<file path="src/hdl/ipat_pkg.sv">
`default_nettype none
// ----------------------------------------------------------------------------
// ipat_pkg
// Types, codes and limits shared by the IP address text parser and its
// stream interfaces.
// ----------------------------------------------------------------------------
package ipat_pkg;

    typedef enum logic [1:0] {
        ST_OK     = 2'd0,
        ST_FORMAT = 2'd1,
        ST_FAMILY = 2'd2
    } t_status;

    localparam logic [1:0] FAM_V4 = 2'd0;
    localparam logic [1:0] FAM_V6 = 2'd1;

    localparam logic [7:0] CH_NUL   = 8'h00;
    localparam logic [7:0] CH_DOT   = 8'h2E;
    localparam logic [7:0] CH_COLON = 8'h3A;

    // Character limits; the count register saturates at its all-ones value.
    localparam logic [5:0] MAX_V4_CHARS = 6'd16;
    localparam logic [5:0] MAX_V6_CHARS = 6'd40;
    localparam logic [5:0] CHAR_COUNT_SAT = 6'h3F;

    localparam logic [15:0] V4_GROUP_MAX = 16'h00FF;
    localparam logic [15:0] V6_GROUP_MAX = 16'hFFFF;
    localparam logic [15:0] V6_SHIFT_MAX = 16'h0FFF;
    localparam logic [2:0]  V4_DELIMS    = 3'd3;
    localparam logic [2:0]  V6_DELIMS    = 3'd7;

    typedef struct packed {
        logic       ok;
        logic [3:0] value;
    } t_digit;

    function automatic t_digit dec_digit(input logic [7:0] c);
        t_digit d;
        d.ok    = (c >= 8'h30) && (c <= 8'h39);
        d.value = 4'(c - 8'h30);
        return d;
    endfunction

    function automatic t_digit hex_digit(input logic [7:0] c);
        t_digit d;
        d.ok    = 1'b1;
        d.value = 4'd0;
        if ((c >= 8'h30) && (c <= 8'h39)) begin
            d.value = 4'(c - 8'h30);
        end else if ((c >= 8'h61) && (c <= 8'h66)) begin
            d.value = 4'(c - 8'h57);
        end else if ((c >= 8'h41) && (c <= 8'h46)) begin
            d.value = 4'(c - 8'h37);
        end else begin
            d.ok = 1'b0;
        end
        return d;
    endfunction

endpackage

`default_nettype wire

</file>
<file path="src/hdl/ipat_if.sv">
`default_nettype none
// ----------------------------------------------------------------------------
// ipat_in_if / ipat_out_if
// Valid/ready stream interfaces for characters in and parse results out.
// ----------------------------------------------------------------------------
interface ipat_in_if;
    logic       valid;
    logic       ready;
    logic [1:0] func;
    logic [7:0] char_code;

    modport source (output valid, output func, output char_code, input ready);
    modport sink   (input valid, input func, input char_code, output ready);
endinterface

interface ipat_out_if;
    logic             valid;
    logic             ready;
    ipat_pkg::t_status status;
    logic [63:0]      address_upper;
    logic [63:0]      address_lower;

    modport source (output valid, output status, output address_upper,
                    output address_lower, input ready);
    modport sink   (input valid, input status, input address_upper,
                    input address_lower, output ready);
endinterface

`default_nettype wire

</file>
<file path="src/hdl/ip_address_text_parser.sv">
`default_nettype none
// ----------------------------------------------------------------------------
// ip_address_text_parser
// Converts IPv4 dotted-decimal or IPv6 colon-hex text, one character per
// transaction, into a packed binary address.
// ----------------------------------------------------------------------------
// The block takes one character per clock cycle with no gaps of its own:
// every character updates the parse state in the cycle it is accepted, and
// a zero character loads the status and address into the output register,
// which drives the result channel from the next cycle, and clears the parse
// state for the next string. Input is stalled only while a result sits
// unclaimed in the output register. IPv6 text needs all eight groups written
// out. "::" is not expanded: an empty group reads as zero, so the string
// still needs exactly seven colons. Embedded dotted quads are reported as
// format errors. The address fields are zero for any status other than
// converted.
module ip_address_text_parser (
    input  wire        i_clk,
    input  wire        i_rst_n,
    ipat_in_if.sink    i_in,
    ipat_out_if.source o_out
);
    import ipat_pkg::*;

    logic [15:0]  r_group_value, n_group_value;
    logic         r_group_ovf, n_group_ovf;
    logic [2:0]   r_delim_count, n_delim_count;
    logic [5:0]   r_char_count, n_char_count;
    logic         r_format_error, n_format_error;
    logic [127:0] r_addr, n_addr;

    logic         r_out_valid;
    t_status      r_status, n_status;
    logic [63:0]  r_addr_upper, n_addr_upper;
    logic [63:0]  r_addr_lower, n_addr_lower;

    logic         in_accept;
    logic         is_term;
    logic         is_v4;
    logic         is_v6;
    logic [5:0]   char_limit;
    logic [15:0]  group_max;
    logic [2:0]   delim_max;
    logic [7:0]   delim_char;
    logic         err_now;
    logic [19:0]  dec_next;
    t_digit       dec;
    t_digit       hex;

    assign in_accept = i_in.valid && i_in.ready;
    assign i_in.ready = !r_out_valid || o_out.ready;
    assign is_term = (i_in.char_code == CH_NUL);
    assign is_v4 = (i_in.func == FAM_V4);
    assign is_v6 = (i_in.func == FAM_V6);
    assign char_limit = is_v4 ? MAX_V4_CHARS : MAX_V6_CHARS;
    assign group_max = is_v4 ? V4_GROUP_MAX : V6_GROUP_MAX;
    assign delim_max = is_v4 ? V4_DELIMS : V6_DELIMS;
    assign delim_char = is_v4 ? CH_DOT : CH_COLON;
    assign dec = dec_digit(i_in.char_code);
    assign hex = hex_digit(i_in.char_code);
    // Times ten as two shifts and an add, plus the new digit.
    assign dec_next = ({4'b0, r_group_value} << 3) + ({4'b0, r_group_value} << 1)
                    + {16'b0, dec.value};

    // Parse-state update for a non-terminator character.
    always_comb begin
        n_group_value  = r_group_value;
        n_group_ovf    = r_group_ovf;
        n_delim_count  = r_delim_count;
        n_format_error = r_format_error;
        n_addr         = r_addr;
        n_char_count   = (r_char_count != CHAR_COUNT_SAT) ?
                         r_char_count + 6'd1 : r_char_count;
        err_now        = r_format_error || (r_char_count >= char_limit);
        if (is_v4 || is_v6) begin
            n_format_error = err_now;
            if (!err_now) begin
                if (is_v4 && dec.ok) begin
                    if (dec_next > 20'(V4_GROUP_MAX)) begin
                        n_group_ovf = 1'b1;
                    end else begin
                        n_group_value = dec_next[15:0];
                    end
                end else if (is_v6 && hex.ok) begin
                    if (r_group_value > V6_SHIFT_MAX) begin
                        n_group_ovf = 1'b1;
                    end else begin
                        n_group_value = {r_group_value[11:0], hex.value};
                    end
                end else if (i_in.char_code == delim_char) begin
                    if (r_group_ovf || (r_group_value > group_max) ||
                        (r_delim_count >= delim_max)) begin
                        n_format_error = 1'b1;
                    end else begin
                        n_addr = is_v4 ? {r_addr[119:0], r_group_value[7:0]}
                                       : {r_addr[111:0], r_group_value};
                        n_group_value = 16'd0;
                        n_delim_count = r_delim_count + 3'd1;
                    end
                end else begin
                    n_format_error = 1'b1;
                end
            end
        end
    end

    // Result for a terminator, closing the last group.
    always_comb begin
        n_status     = ST_OK;
        n_addr_upper = 64'd0;
        n_addr_lower = 64'd0;
        if (!(is_v4 || is_v6)) begin
            n_status = ST_FAMILY;
        end else if (r_format_error || r_group_ovf || (r_group_value > group_max) ||
                     (r_delim_count != delim_max)) begin
            n_status = ST_FORMAT;
        end else if (is_v4) begin
            n_addr_lower = {32'd0, r_addr[23:0], r_group_value[7:0]};
        end else begin
            n_addr_upper = r_addr[111:48];
            n_addr_lower = {r_addr[47:0], r_group_value};
        end
    end

    always_ff @(posedge i_clk) begin
        if (!i_rst_n) begin
            r_group_value  <= '0;
            r_group_ovf    <= 1'b0;
            r_delim_count  <= '0;
            r_char_count   <= '0;
            r_format_error <= 1'b0;
            r_addr         <= '0;
            r_out_valid    <= 1'b0;
        end else begin
            if (o_out.ready) begin
                r_out_valid <= 1'b0;
            end
            if (in_accept) begin
                if (is_term) begin
                    r_group_value  <= '0;
                    r_group_ovf    <= 1'b0;
                    r_delim_count  <= '0;
                    r_char_count   <= '0;
                    r_format_error <= 1'b0;
                    r_addr         <= '0;
                    r_out_valid    <= 1'b1;
                end else begin
                    r_group_value  <= n_group_value;
                    r_group_ovf    <= n_group_ovf;
                    r_delim_count  <= n_delim_count;
                    r_char_count   <= n_char_count;
                    r_format_error <= n_format_error;
                    r_addr         <= n_addr;
                end
            end
        end
    end

    always_ff @(posedge i_clk) begin
        if (in_accept && is_term) begin
            r_status     <= n_status;
            r_addr_upper <= n_addr_upper;
            r_addr_lower <= n_addr_lower;
        end
    end

    assign o_out.valid         = r_out_valid;
    assign o_out.status        = r_status;
    assign o_out.address_upper = r_addr_upper;
    assign o_out.address_lower = r_addr_lower;

`ifndef SYNTHESIS
    a_err_addr_zero: assert property (@(posedge i_clk) disable iff (!i_rst_n)
        (r_out_valid && (r_status != ST_OK)) |->
        ((r_addr_upper == 64'd0) && (r_addr_lower == 64'd0)))
        else $error("address not zero on a failed conversion");

    a_term_result: assert property (@(posedge i_clk) disable iff (!i_rst_n)
        (in_accept && is_term) |=> (r_out_valid && (r_char_count == 6'd0) &&
        !r_format_error && (r_delim_count == 3'd0)))
        else $error("terminator did not give a result and clear the state");

    a_no_spurious: assert property (@(posedge i_clk) disable iff (!i_rst_n)
        (in_accept && !is_term && o_out.ready) |=> !r_out_valid)
        else $error("result produced by a non-terminator character");

    a_error_sticky: assert property (@(posedge i_clk) disable iff (!i_rst_n)
        (r_format_error && !(in_accept && is_term)) |=> r_format_error)
        else $error("format error cleared before the terminator");
`endif

endmodule

`default_nettype wire

</file>
<file path="src/flat_wrapper.sv">
// flat-port wrapper written by rule: the top's interface ports become plain ports
module ip_address_text_parser_flat import ipat_pkg::*;
  (i_clk, i_rst_n, i_in_valid, i_in_func, i_in_char_code, i_in_ready, o_out_valid, o_out_status, o_out_address_upper, o_out_address_lower, o_out_ready);
  ipat_in_if i_in_i ();
  ipat_out_if o_out_i ();
  input  wire i_clk;
  input  wire i_rst_n;
  input wire logic [$bits(i_in_i.valid)-1:0] i_in_valid;
  input wire logic [$bits(i_in_i.func)-1:0] i_in_func;
  input wire logic [$bits(i_in_i.char_code)-1:0] i_in_char_code;
  output wire logic [$bits(i_in_i.ready)-1:0] i_in_ready;
  output wire logic [$bits(o_out_i.valid)-1:0] o_out_valid;
  output wire logic [$bits(o_out_i.status)-1:0] o_out_status;
  output wire logic [$bits(o_out_i.address_upper)-1:0] o_out_address_upper;
  output wire logic [$bits(o_out_i.address_lower)-1:0] o_out_address_lower;
  input wire logic [$bits(o_out_i.ready)-1:0] o_out_ready;
  assign i_in_i.valid = i_in_valid;
  assign i_in_i.func = i_in_func;
  assign i_in_i.char_code = i_in_char_code;
  assign i_in_ready = i_in_i.ready;
  assign o_out_valid = o_out_i.valid;
  assign o_out_status = o_out_i.status;
  assign o_out_address_upper = o_out_i.address_upper;
  assign o_out_address_lower = o_out_i.address_lower;
  assign o_out_i.ready = o_out_ready;
  ip_address_text_parser u_core (.i_clk(i_clk), .i_rst_n(i_rst_n), .i_in(i_in_i), .o_out(o_out_i));
endmodule
</file>
<file path="config.mk">
export PLATFORM = sky130hd
export DESIGN_NAME = ip_address_text_parser_flat
export DESIGN_NICKNAME = d
export VERILOG_FILES = /design/src/hdl/ipat_pkg.sv /design/src/hdl/ipat_if.sv /design/src/hdl/ip_address_text_parser.sv /design/src/flat_wrapper.sv
export SDC_FILE = /design/constraint.sdc
export NUM_CORES = 1
export LEC_CHECK = 0
export ABC_AREA = 1
export BUFFER_PORTS_ARGS = -buffer_cell sky130_fd_sc_hd__buf_2
export CAP_MARGIN = 5
export CORE_MARGIN = 8
export CORE_UTILIZATION = 35
export CTS_CLUSTER_DIAMETER = 60
export DETAILED_ROUTE_END_ITERATION = 8
export GPL_ROUTABILITY_DRIVEN = 1
export PLACE_DENSITY_LB_ADDON = 0.15
export SYNTH_ARGS = -nofsm -noshare
export SYNTH_HDL_FRONTEND = slang
export SYNTH_SLANG_ARGS = --single-unit
</file>
<file path="constraint.sdc">
create_clock -name i_clk -period 3.51 [get_ports i_clk]
set_input_delay 0 -clock i_clk [delete_from_list [all_inputs] [get_ports i_clk]]
set_output_delay 0 -clock i_clk [all_outputs]
set_load 0.005 [all_outputs]
</file>
==> flow_metrics.env <==
export IMPL_setup_slack_ps=393
export IMPL_io_pins=146
export IMPL_synthCells=1656
export IMPL_grt_use_total_pct=16.5
export IMPL_wl_per_cell_um=16.3
export IMPL_synthesis_area_um2=13400
export IMPL_finalNonFillerCells=2310
export IMPL_drc=0
export IMPL_overflow=0
export IMPL_clock_skew_ps=20.1
export IMPL_yosysTopAreaCellShare_pct=29.1
export IMPL_path_class="reg -> reg"
export IMPL_critPathRequiredTime_ps=3900
export IMPL_layout_common_cells="nand2_1 (342), a21oi_1 (223), nor2_1 (200), inv_1 (187), buf_2 (144)"
export IMPL_cts_path_max_buffers=3
export IMPL_critPathCapture="u_core.r_group_value[6]"
export IMPL_final_layout_size_suffix_gt1_share_pct=14.4
export IMPL_ys_ff_latch=270
export IMPL_cts_root_buffer="clkbuf_16"
export IMPL_rsz0062_at_grt="false"
export IMPL_arrival_ps=3510
export IMPL_dr_pass1_iters=5
export IMPL_start_util_pct=35.6
export IMPL_power_w=0.00719
export IMPL_synth_simple_gate_area_share_pct=19.3
export IMPL_start_kind="flip-flop"
export IMPL_gr_max_usage_layer="met2"
export IMPL_diodes=0
export IMPL_crit_slowest_cell="fa_1"
export IMPL_crit_cells=20
export IMPL_io_buffers=145
export IMPL_ir_drop_mv=0.230
export IMPL_use_met1_pct=23.3
export IMPL_use_met2_pct=25.9
export IMPL_finalMaxSlewViolations=0
export IMPL_viasPerCell=4.84
export IMPL_startpoint="u_core.r_group_value[0]"
export IMPL_relSlewSlack_pct=34.6
export IMPL_dp_cells=2243
export IMPL_place_congestion=0.830
export IMPL_tightest_slew_ps=981
export IMPL_crit_fanout=6
export IMPL_synth_mux_area_share_pct=0
export IMPL_numCtsBuffers=34
export IMPL_synthTopCellsByArea="edfxtp_1 (29%), dfxtp_1 (21%), nand2_1 (9.6%)"
export IMPL_yosys_cell_types_count=41
export IMPL_postRouteAntennaNets=0
export IMPL_crit_path_end_kind="flip-flop"
export IMPL_synth_seq_area_share_pct=50.1
export IMPL_synth_avg_cell_area_um2=8.09
export IMPL_worstRegToRegCells=20
export IMPL_fin_crit_sh_pct=88.8
export IMPL_setup_viol=0
export IMPL_fin_nets=1840
export IMPL_slowest_delay_ps=520
export IMPL_dr_first_iter_drc_count=837
export IMPL_status="finished clean"
export IMPL_grt_pass1_wl_um=60200
export IMPL_die_h_um=212
export IMPL_final_common_cell="nand2_1"
export IMPL_crit_family="simple AND/OR/NAND/NOR gates"
export IMPL_ff2ff_setup_slack_ps=390
export IMPL_antenna_found_initial=0
export IMPL_die_area_um2=44800
export IMPL_leakage_nw=5.70
export IMPL_postLayoutCellArea_um2=15800
export IMPL_max_freq_ghz=0.321
export IMPL_vias=11170
export IMPL_syn_nets=1722
export IMPL_rows=71
export IMPL_dieWidth_um=212
export IMPL_r2r_start="u_core.r_group_value[0]"
export IMPL_core_um2=37700
export IMPL_yosys_area_top_type="edfxtp_1"
export IMPL_clock_latency_ps=520
export IMPL_synth_compound_area_share_pct=15.5
export IMPL_ys_warn_count=0
export IMPL_place_area_um2=14500
export IMPL_synth_adder_area_share_pct=4.97
export IMPL_grtUsageMet3_pct=2.74
export IMPL_fin_crit_ps=3120
export IMPL_grt_pass1_vias=10773
export IMPL_area_growth_pct=17.6
export IMPL_critPathBufInv=3
export IMPL_path_common_cell="nand2_1"
export IMPL_grt_max_degree=136
export IMPL_r2r_end="u_core.r_group_value[6]"
export IMPL_worstPathCellList="inv_1 -> fa_1 -> fa_1 -> inv_1 -> nand2_1 -> nand2_1 -> nand3_1 -> nand2_1 -> nand2_1 -> nand2_1 -> nand2_1 -> nor2_1 -> nand3_1 -> nor2_1 -> nand2_1 -> nand2_4 -> buf_4 -> nand3b_1 -> nand2_1 -> nor2_1"
export IMPL_synth_xor_area_share_pct=0.392
export IMPL_hold_viol=0
export IMPL_place_ws_ps=329
export IMPL_synth_top_family_by_area="simple AND/OR/NAND/NOR gates"
export IMPL_powerDensity_nw_per_um2=456
export IMPL_drv_cap=0
export IMPL_dpl_hpwl_um=25400
export IMPL_cts_sinks=270
export IMPL_cts_tree="done"
export IMPL_hold_class="in -> reg"
export IMPL_clkTransAtPathRegs_ps=60
export IMPL_cts_max_level=2
export IMPL_routed_wl_um=37600
-- where the power goes --
part,switching [W],internal [W]
Sequential,0.00000805,0.00328
Clock,0.00135,0.00231
Combinational,0.000171,0.0000731
Total,0.00153,0.00566
-- routing by layer --
layer | vias up | part of all wire, %
met5 | - | 0
met4 | 0 | 1.8
li1 | 5678 | -
met1 | 5187 | 47
met3 | 43 | 5.3
met2 | 262 | 45
-- flip-flops by register name, indices dropped and copies added, names as in the netlist --
register and flops:
u_core.r_addr 112, u_core.o_out.address_lower 64, u_core.o_out.address_upper 64, u_core.r_group_value 16, u_core.r_char_count 6, u_core.r_delim_count 3
u_core.o_out.status 2, u_core.o_out.valid 1, u_core.r_format_error 1, u_core.r_group_ovf 1
-- cell usage after synthesis (all sizes together) --
master    n
buf      39
o21ai   152
a22o      1
fa        2
nand3    44
o22ai     4
nor3      7
o21a      1
and2      2
nor4      3
o211a     8
a21oi   231
xor2      5
edfxtp  130
nand3b   14
or2       1
and3      1
ha       50
a31oi     1
xnor2     1
nand4     8
clkbuf   55
nand2   348
a21boi    1
a22oi     2
clkinv    1
nor2    207
dfxtp   140
inv     197
-- per-stage QoR --
step                setup TNS [ps]  hold slack [ps]  util [%]
floorplan                    -7.04              102         -
global placement                 0              299      38.6
detailed placement               0              302      38.6
CTS                              0             45.3      41.7
global route                     0             81.9      41.8
finish                           0             76.4      41.8
-- worst min path at each step --
stage,startpoint,to,slack [ps],cells past startpoint
6_report,i_in_char_code[0],u_core.r_group_value[0],80,6
3_3_place_gp,o_out_ready,i_in_ready,300,4
2_1_floorplan,o_out_ready,i_in_ready,100,2
4_1_cts,i_in_char_code[0],u_core.r_group_value[0],50,6
3_5_place_dp,o_out_ready,i_in_ready,300,4
5_1_grt,i_in_char_code[0],u_core.r_group_value[0],80,6
-- final cells by class --
cell class	count	area, um2
well taps	511	639
inverters	198	764
fillers	3924	21900
flip-flops and latches	270	6710
multi-input cells	1094	5450
repair buffers	176	1020
clock buffers	48	970
clock inverters	13	201
-- worst register-to-register path: cells and delay by family (launching register included) --
kind | cells | cell delay [ps]
simple gates | 15 | 1340
fa+ha+maj | 2 | 970
flops | 1 | 370
buf+inv | 3 | 330
-- kinds of logic (layout without fill, tap and decap cells) --
family,count (synthesis),in the layout
DFF,270,270
AOI/OAI and AO/OA,401,401
and+or+nand+nor,635,635
adders and majority gates,52,52
buffers and inverters,292,435
xor gates and xnor gates,6,6
-- timing repair --
item / in CTS / in global routing
gates resized for setup: 0 / 1
setup endpoints to repair: 0 / 12
endpoints found under the hold margin: 39 / 0
setup buffers: 0 / 3
hold buffers: 3 / 0
(Power assumes the default switching activity.)
